--- config.mk ---
export PLATFORM = sky130hd
export DESIGN_NAME = counting_multiset_table_top
export DESIGN_NICKNAME = d
export VERILOG_FILES = /design/src/rtl/core/cms_pkg.sv /design/src/rtl/core/cms_table.sv /design/src/rtl/core/counting_multiset_table_top.sv
export SDC_FILE = /design/constraint.sdc
export NUM_CORES = 2
export LEC_CHECK = 0
export BUFFER_PORTS_ARGS = -buffer_cell sky130_fd_sc_hd__clkbuf_2
export CAP_MARGIN = 5
export CORE_UTILIZATION = 50
export DETAILED_ROUTE_END_ITERATION = 6
export PLACE_DENSITY = 0.63
export SLEW_MARGIN = 40
export SYNTH_ARGS = -nofsm -noshare
export SYNTH_HDL_FRONTEND = slang
export SYNTH_SLANG_ARGS = --single-unit
--- constraint.sdc ---
create_clock -name clk -period 6.4 [get_ports clk]
set_input_delay 0.96 -clock clk [delete_from_list [all_inputs] [get_ports clk]]
set_output_delay 0.96 -clock clk [all_outputs]
set_load 0.05 [all_outputs]
--- src/rtl/core/cms_pkg.sv ---
// ----------------------------------------------------------------------------
// Counting multiset table package
// Sizes, status codes and the beat types shared by the table and its wrapper.
// ----------------------------------------------------------------------------
package cms_pkg;

  localparam int ENTRIES    = 64;
  localparam int COUNT_BITS = 16;

  localparam int VALUE_W    = 32;
  localparam int ECOUNT_W   = 16;
  localparam int TOTAL_W    = 22;
  localparam int DIST_W     = 7;

  localparam int IDX_W      = (ENTRIES > 1) ? $clog2(ENTRIES) : 1;
  localparam int USED_W     = $clog2(ENTRIES + 1);
  localparam int ENTRY_W    = VALUE_W + COUNT_BITS;

  localparam logic [COUNT_BITS-1:0] COUNT_MAX = {COUNT_BITS{1'b1}};

  typedef enum logic [2:0] {
    ST_NEW       = 3'd0,
    ST_INCREMENT = 3'd1,
    ST_DECREMENT = 3'd2,
    ST_DELETED   = 3'd3,
    ST_ABSENT    = 3'd4,
    ST_FULL      = 3'd5,
    ST_SATURATED = 3'd6
  } cms_status_t;

  typedef enum logic {
    FN_INSERT = 1'b0,
    FN_REMOVE = 1'b1
  } cms_func_t;

  typedef struct packed {
    logic                func;
    logic [VALUE_W-1:0]  value;
  } cms_req_t;

  typedef struct packed {
    cms_status_t          status;
    logic [ECOUNT_W-1:0]  element_count;
    logic [TOTAL_W-1:0]   total_size;
    logic [DIST_W-1:0]    distinct_entries;
  } cms_resp_t;

endpackage

--- src/rtl/core/cms_table.sv ---
// ----------------------------------------------------------------------------
// Counting multiset table engine
// Holds the entry memory and a sequencer that searches it one entry per cycle,
// updates the hit entry or appends a new one, and closes the gap after a deletion.
// ----------------------------------------------------------------------------
module cms_table (
  input  logic              clk,
  input  logic              rst_n,
  input  logic              req_valid,
  output logic              req_ready,
  input  cms_pkg::cms_req_t req,
  output logic              resp_valid,
  input  logic              resp_ready,
  output cms_pkg::cms_resp_t resp
);
  import cms_pkg::*;

  typedef enum logic [4:0] {
    S_IDLE   = 5'b00001,
    S_SEARCH = 5'b00010,
    S_DECIDE = 5'b00100,
    S_SHIFT  = 5'b01000,
    S_DONE   = 5'b10000
  } state_t;

  state_t state_r, state_nxt;
  logic                  func_r, func_nxt;
  logic [VALUE_W-1:0]    val_r, val_nxt;
  logic [IDX_W-1:0]      idx_r, idx_nxt;
  logic                  hit_r, hit_nxt;
  logic [COUNT_BITS-1:0] cnt_r, cnt_nxt;
  logic [USED_W-1:0]     used_r, used_nxt;
  logic [TOTAL_W-1:0]    total_r, total_nxt;
  cms_resp_t             res_r, res_nxt;

  logic [ENTRY_W-1:0]    mem [ENTRIES];
  logic [ENTRY_W-1:0]    rd_r;
  logic [IDX_W-1:0]      rd_addr;
  logic                  wr_en;
  logic [IDX_W-1:0]      wr_addr;
  logic [ENTRY_W-1:0]    wr_data;

  logic [USED_W:0]       idx_ext;
  logic [VALUE_W-1:0]    rd_value;
  logic [COUNT_BITS-1:0] rd_count;

  assign idx_ext  = (USED_W+1)'(idx_r);
  assign rd_value = rd_r[ENTRY_W-1 -: VALUE_W];
  assign rd_count = rd_r[COUNT_BITS-1:0];

  assign req_ready  = (state_r == S_IDLE);
  assign resp_valid = (state_r == S_DONE);
  assign resp       = res_r;

  always_ff @(posedge clk) begin
    if (wr_en) begin
      mem[wr_addr] <= wr_data;
    end
    rd_r <= mem[rd_addr];
  end

  always_comb begin
    state_nxt = state_r;
    func_nxt  = func_r;
    val_nxt   = val_r;
    idx_nxt   = idx_r;
    hit_nxt   = hit_r;
    cnt_nxt   = cnt_r;
    used_nxt  = used_r;
    total_nxt = total_r;
    res_nxt   = res_r;
    rd_addr   = idx_r;
    wr_en     = 1'b0;
    wr_addr   = idx_r;
    wr_data   = rd_r;
    unique case (state_r)
      S_IDLE: begin
        rd_addr = '0;
        if (req_valid) begin
          func_nxt = req.func;
          val_nxt  = req.value;
          idx_nxt  = '0;
          hit_nxt  = 1'b0;
          state_nxt = (used_r == '0) ? S_DECIDE : S_SEARCH;
        end
      end
      S_SEARCH: begin
        rd_addr = IDX_W'(idx_ext + 1'b1);
        if (rd_value == val_r) begin
          hit_nxt   = 1'b1;
          cnt_nxt   = rd_count;
          state_nxt = S_DECIDE;
        end else if (idx_ext + 1'b1 == (USED_W+1)'(used_r)) begin
          state_nxt = S_DECIDE;
        end else begin
          idx_nxt = IDX_W'(idx_ext + 1'b1);
        end
      end
      S_DECIDE: begin
        rd_addr   = IDX_W'(idx_ext + 1'b1);
        state_nxt = S_DONE;
        res_nxt.element_count = '0;
        if (func_r == FN_INSERT) begin
          if (hit_r) begin
            if (cnt_r == COUNT_MAX) begin
              res_nxt.status        = ST_SATURATED;
              res_nxt.element_count = ECOUNT_W'(cnt_r);
            end else begin
              wr_en     = 1'b1;
              wr_addr   = idx_r;
              wr_data   = {val_r, cnt_r + 1'b1};
              total_nxt = total_r + 1'b1;
              res_nxt.status        = ST_INCREMENT;
              res_nxt.element_count = ECOUNT_W'(cnt_r + 1'b1);
            end
          end else if (used_r == USED_W'(ENTRIES)) begin
            res_nxt.status = ST_FULL;
          end else begin
            wr_en     = 1'b1;
            wr_addr   = IDX_W'(used_r);
            wr_data   = {val_r, COUNT_BITS'(1)};
            used_nxt  = used_r + 1'b1;
            total_nxt = total_r + 1'b1;
            res_nxt.status        = ST_NEW;
            res_nxt.element_count = ECOUNT_W'(1);
          end
        end else begin
          if (!hit_r) begin
            res_nxt.status = ST_ABSENT;
          end else if (cnt_r > COUNT_BITS'(1)) begin
            wr_en     = 1'b1;
            wr_addr   = idx_r;
            wr_data   = {val_r, cnt_r - 1'b1};
            total_nxt = total_r - TOTAL_W'(total_r != '0);
            res_nxt.status        = ST_DECREMENT;
            res_nxt.element_count = ECOUNT_W'(cnt_r - 1'b1);
          end else if (idx_ext + 1'b1 < (USED_W+1)'(used_r)) begin
            state_nxt = S_SHIFT;
          end else begin
            used_nxt  = used_r - 1'b1;
            total_nxt = total_r - TOTAL_W'(total_r != '0);
            res_nxt.status = ST_DELETED;
          end
        end
        res_nxt.total_size       = total_nxt;
        res_nxt.distinct_entries = DIST_W'(used_nxt);
      end
      S_SHIFT: begin
        rd_addr = IDX_W'(idx_ext + 2'd2);
        wr_en   = 1'b1;
        wr_addr = idx_r;
        wr_data = rd_r;
        idx_nxt = IDX_W'(idx_ext + 1'b1);
        if (idx_ext + 2'd2 >= (USED_W+1)'(used_r)) begin
          used_nxt  = used_r - 1'b1;
          total_nxt = total_r - TOTAL_W'(total_r != '0);
          res_nxt.status           = ST_DELETED;
          res_nxt.element_count    = '0;
          res_nxt.total_size       = total_nxt;
          res_nxt.distinct_entries = DIST_W'(used_nxt);
          state_nxt = S_DONE;
        end
      end
      S_DONE: begin
        if (resp_ready) begin
          state_nxt = S_IDLE;
        end
      end
      default: begin
        state_nxt = S_IDLE;
      end
    endcase
  end

  always_ff @(posedge clk) begin
    if (!rst_n) begin
      state_r <= S_IDLE;
      used_r  <= '0;
      total_r <= '0;
    end else begin
      state_r <= state_nxt;
      used_r  <= used_nxt;
      total_r <= total_nxt;
    end
  end

  always_ff @(posedge clk) begin
    func_r <= func_nxt;
    val_r  <= val_nxt;
    idx_r  <= idx_nxt;
    hit_r  <= hit_nxt;
    cnt_r  <= cnt_nxt;
    res_r  <= res_nxt;
  end

  a_used_bound: assert property (@(posedge clk) disable iff (!rst_n)
    used_r <= USED_W'(ENTRIES))
    else $error("entry count exceeds table depth");

  a_write_states: assert property (@(posedge clk) disable iff (!rst_n)
    wr_en |-> (state_r == S_DECIDE || state_r == S_SHIFT))
    else $error("memory written outside update or compaction");

  a_shift_in_range: assert property (@(posedge clk) disable iff (!rst_n)
    (state_r == S_SHIFT) |-> (idx_ext + 1'b1 < (USED_W+1)'(used_r)))
    else $error("compaction ran past the last entry");

  a_done_release: assert property (@(posedge clk) disable iff (!rst_n)
    (resp_valid && resp_ready) |=> (state_r == S_IDLE))
    else $error("sequencer did not return to idle after the result beat");

  a_used_change: assert property (@(posedge clk) disable iff (!rst_n)
    !$stable(used_r) |-> ($past(state_r) == S_DECIDE || $past(state_r) == S_SHIFT))
    else $error("entry count changed outside an update");

endmodule

--- src/rtl/core/counting_multiset_table_top.sv ---
// ----------------------------------------------------------------------------
// Counting multiset table top level
// One beat in flight at a time: the table searches its stored entries in order,
// decides the result and, after a deletion at entry k of N, moves the N-1-k
// entries behind it one place down; up to 64 entries are stored. An output
// stall holds the result. The next input beat is taken once the result has left
// the table, while that result may still wait in the output register.
// Reset empties the table at once; entry contents need no clearing pass.
// ----------------------------------------------------------------------------
module counting_multiset_table_top (
  input  logic                        clk,
  input  logic                        rst_n,
  input  logic                        in_valid,
  output logic                        in_ready,
  input  logic                        in_func,
  input  logic signed [cms_pkg::VALUE_W-1:0] in_value,
  output logic                        out_valid,
  input  logic                        out_ready,
  output logic [2:0]                  out_status,
  output logic [cms_pkg::ECOUNT_W-1:0] out_element_count,
  output logic [cms_pkg::TOTAL_W-1:0] out_total_size,
  output logic [cms_pkg::DIST_W-1:0]  out_distinct_entries
);
  import cms_pkg::*;

  cms_req_t  req;
  cms_resp_t resp;
  cms_resp_t out_r;
  logic      resp_valid;
  logic      resp_ready;
  logic      out_valid_r;

  assign req.func  = in_func;
  assign req.value = in_value;

  cms_table u_table (
    .clk        (clk),
    .rst_n      (rst_n),
    .req_valid  (in_valid),
    .req_ready  (in_ready),
    .req        (req),
    .resp_valid (resp_valid),
    .resp_ready (resp_ready),
    .resp       (resp)
  );

  assign resp_ready = !out_valid_r || out_ready;

  always_ff @(posedge clk) begin
    if (!rst_n) begin
      out_valid_r <= 1'b0;
    end else if (resp_ready) begin
      out_valid_r <= resp_valid;
    end
  end

  always_ff @(posedge clk) begin
    if (resp_valid && resp_ready) begin
      out_r <= resp;
    end
  end

  assign out_valid            = out_valid_r;
  assign out_status           = out_r.status;
  assign out_element_count    = out_r.element_count;
  assign out_total_size       = out_r.total_size;
  assign out_distinct_entries = out_r.distinct_entries;

endmodule
==> flow_metrics.tcl <==
set metrics [dict create \
    p_total_w 0.0779 \
    max-vdd-ir-drop_mv 0.558 \
    dieHeight_microns 521 \
    grt_usage_pct 29.0 \
    yosysTopAreaCell "edfxtp_1" \
    cts_buffer_depth 4 \
    outcome "completed" \
    p_per_area_nw_per_um2 511 \
    ant_nets 0 \
    setup_violations 0 \
    syn_inst 9442 \
    syn_area_sq_um 135000 \
    postCtsHoldBufs 0 \
    placementRows 190 \
    coreArea_sq_um 268000 \
    cts_setup_buffers 0 \
    wire_per_inst_microns 29.9 \
    ios 87 \
    top_usage_layer "met2" \
    drt_iter0_drc 11219 \
    die_area_sq_um 271000 \
    synth_seq_cells 3307 \
    synth.most_common_cell "edfxtp_1" \
    place_congestion 0.887 \
    grt.met3_usage_pct 6.19 \
    place_inst 12770 \
    antenna_found_initial 15 \
    relSlewSlack_pct 36.5 \
    rsz0062_at_grt "no" \
    grtUsageMet2_pct 43.8 \
    yosysWarnings 0 \
    nFillCells 20905 \
    vias 84018 \
    clock_sinks 3307 \
    fin_crit_sh_pct 83.6 \
    port_buffers 86 \
    grt_start_max_net_pins 139 \
    drive_gt1_share_pct 11.0 \
    synth_ff_type "edfxtp_1" \
    grt_pass1_vias 79516 \
    async_flop_share_pct 0 \
    use_met1_pct 41.5 \
    post_cts_resized 0 \
    whs_ns 0.227 \
    instances_no_fill 13388 \
    start_kind "flip-flop" \
    vias_per_cell 6.28 \
    critPathRequiredTime_ns 6.97 \
    hold_path.class "in2reg" \
    grt.overflow.total 0 \
    cts_root_buf "clkbuf_16" \
    worstPathArrival_ns 5.92 \
    start_util_pct 50.3 \
    drt-pass1-iter-count 5 \
    dp_hpwl_microns 223000 \
    syn_area_per_cell_sq_um 14.2 \
    grt_pass1_wl_microns 571000 \
    clock_skew_ns 0.0829 \
    max_slew.worst_pin.slew_ns 0.952 \
    critPathKind "reg2reg" \
    synth-edff-count 3224 \
    crit_fanout 30 \
    synthTopCellsByCount "3,224 x edfxtp_1, 1,816 x nand2_1, 914 x mux2i_1" \
    max_freq_mhz 187 \
    p_leak_nw 51.5 \
    syn-num-nets 9504 \
    die_w_microns 521 \
    cts_tree "built" \
    hold_violations 0 \
    synth_top_area_share_pct 72.0 \
    drv_slew 0 \
    nets 9630 \
    min_period_ns 5.35 \
    fin_tns_setup_ns 0 \
    routed_wl_microns 400000 \
    synth-seq-area-share_pct 73.2 \
    end_kind "flip-flop" \
    h-tree-depth 5 \
    drc_errors 0 \
    syn_to_final_growth_pct 13.2 \
    clkLatencyLatePin_ns 0.92 \
    synth_area_leaders "edfxtp_1 72%, mux2i_1 6.8%, nand2_1 5.1%, nand3_1 3.1%, a211oi_1 1.9%" \
    numCtsBuffers 345 \
    max_cap_violations 0 \
    synth_cell_types 81 \
    clkTransAtPathRegs_ns 0.06 \
]
through the flow:
stage | worst slack [ns] | util (%) | area (sq um)
after CTS | 1.30 | 56.9 | 152000
after global routing | 0.926 | 56.9 | 152000
after global placement | 1.29 | 52.6 | 141000
after floorplan | 0.867 | - | 135000
after detailed placement | 1.34 | 52.7 | 141000
final | 1.05 | 56.9 | 152000
layout make-up:
cell class	count	area [sq um]	share of cell area, %
clock inverters	188	1820	1.20
inverters	204	767	0.503
repair buffers	417	4030	2.64
multi-input cells	5293	33600	22.0
clock buffers	422	9260	6.08
diodes	5	12.5	0.00821
well taps	3552	4440	2.92
flip-flops and latches	3307	98500	64.6
cell usage in the layout (no fill, tap or decap), types with 12 or more instances in the layout:
cell        netlist  final
dfxtp_1          83     83
xor2_1           21     21
buf_12            0     78
ha_1             25     25
clkbuf_16         0    357
o22ai_1          13     12
clkbuf_2          2     86
nand4_1          24     24
buf_4            22    236
clkinvlp_4        0     15
a22oi_1          26     26
and4_1           43     42
a21boi_0         57     56
nor2_4            0     65
a32oi_1          21     21
edfxtp_1       3224   3224
a21oi_1         166    166
and3_1           15     14
a41oi_1         169    169
nor4_1           63     56
clkinv_2          0     66
mux2i_1         914    913
or3_1            16     16
a211oi_1        346    346
clkinv_1          2     60
nand2_2           0     15
bufinv_16         0     32
a311oi_1        170    165
nand3_1         846    839
inv_1           202    202
a31oi_1          15     12
nand2_1        1816   1794
o21ai_0         112    102
nor3_1           25     23
clkbuf_1        310     57
xnor2_1          69     66
nor2_1          148     81
critical path: stages (launching register included):
cell	delay, ns
edfxtp_1	0.52
ha_1	0.34
nand2_1	0.18
nor4_2	0.12
nand2_1	0.37
nand2_1	0.45
a31o_2	0.39
a21boi_0	0.70
nand2_1	0.71
nor2_4	0.86
buf_12	0.34
path summary, 6_finish.rpt:
path                                  startpoint                             end  slack [ns]  cells after the start
hold / removal                       in_value[1]      u_table.val_r[1]$_DFFE_PP_        0.23                      1
setup / recovery      u_table.cnt_r[0]$_DFFE_PP_   u_table.mem[11][31]$_DFFE_PP_        1.05                     10
hold reg to reg   u_table.resp[38]$_SDFFCE_PP0P_  out_element_count[9]$_DFFE_PP_        0.42                      0
setup reg to reg      u_table.cnt_r[0]$_DFFE_PP_   u_table.mem[11][31]$_DFFE_PP_        1.05                     10
report_power, final:
part / internal, W / switching, W
Clock: 0.0116 / 0.00830
Combinational: 0.00867 / 0.0210
Sequential: 0.0278 / 0.000537
state kept, by name, summed over array words and instances (netlist names), 16 cells and up:
name and count:
out_element_count 16, u_table.val_r 32, out_total_size 22, u_table.total_r 22, u_table.cnt_r 16, u_table.resp 48
u_table.mem 3072, u_table.rd_r 48
cell families after synthesis:
group	count (synthesis)	synth area share (%)
flip-flops	3307	73.2
AND/OR/NAND/NOR	3061	9.92
AO/OA/AOI/OAI	1200	6.60
multiplexers	916	6.82
buffers and inverters	842	2.64
XOR/XNOR	91	0.598
adder cells (fa/ha/maj)	25	0.232
metal layers:
| layer | vias up | wire [microns] | share of wire (%) |
|---|---|---|---|
| met2 | 4676 | 180000 | 45 |
| met1 | 42494 | 162000 | 41 |
| met3 | 739 | 43000 | 11 |
| li1 | 36103 | - | - |
| met4 | 6 | 14700 | 3.7 |
| met5 | - | 47 | 0.012 |
Power figures use the tool's default switching activity.
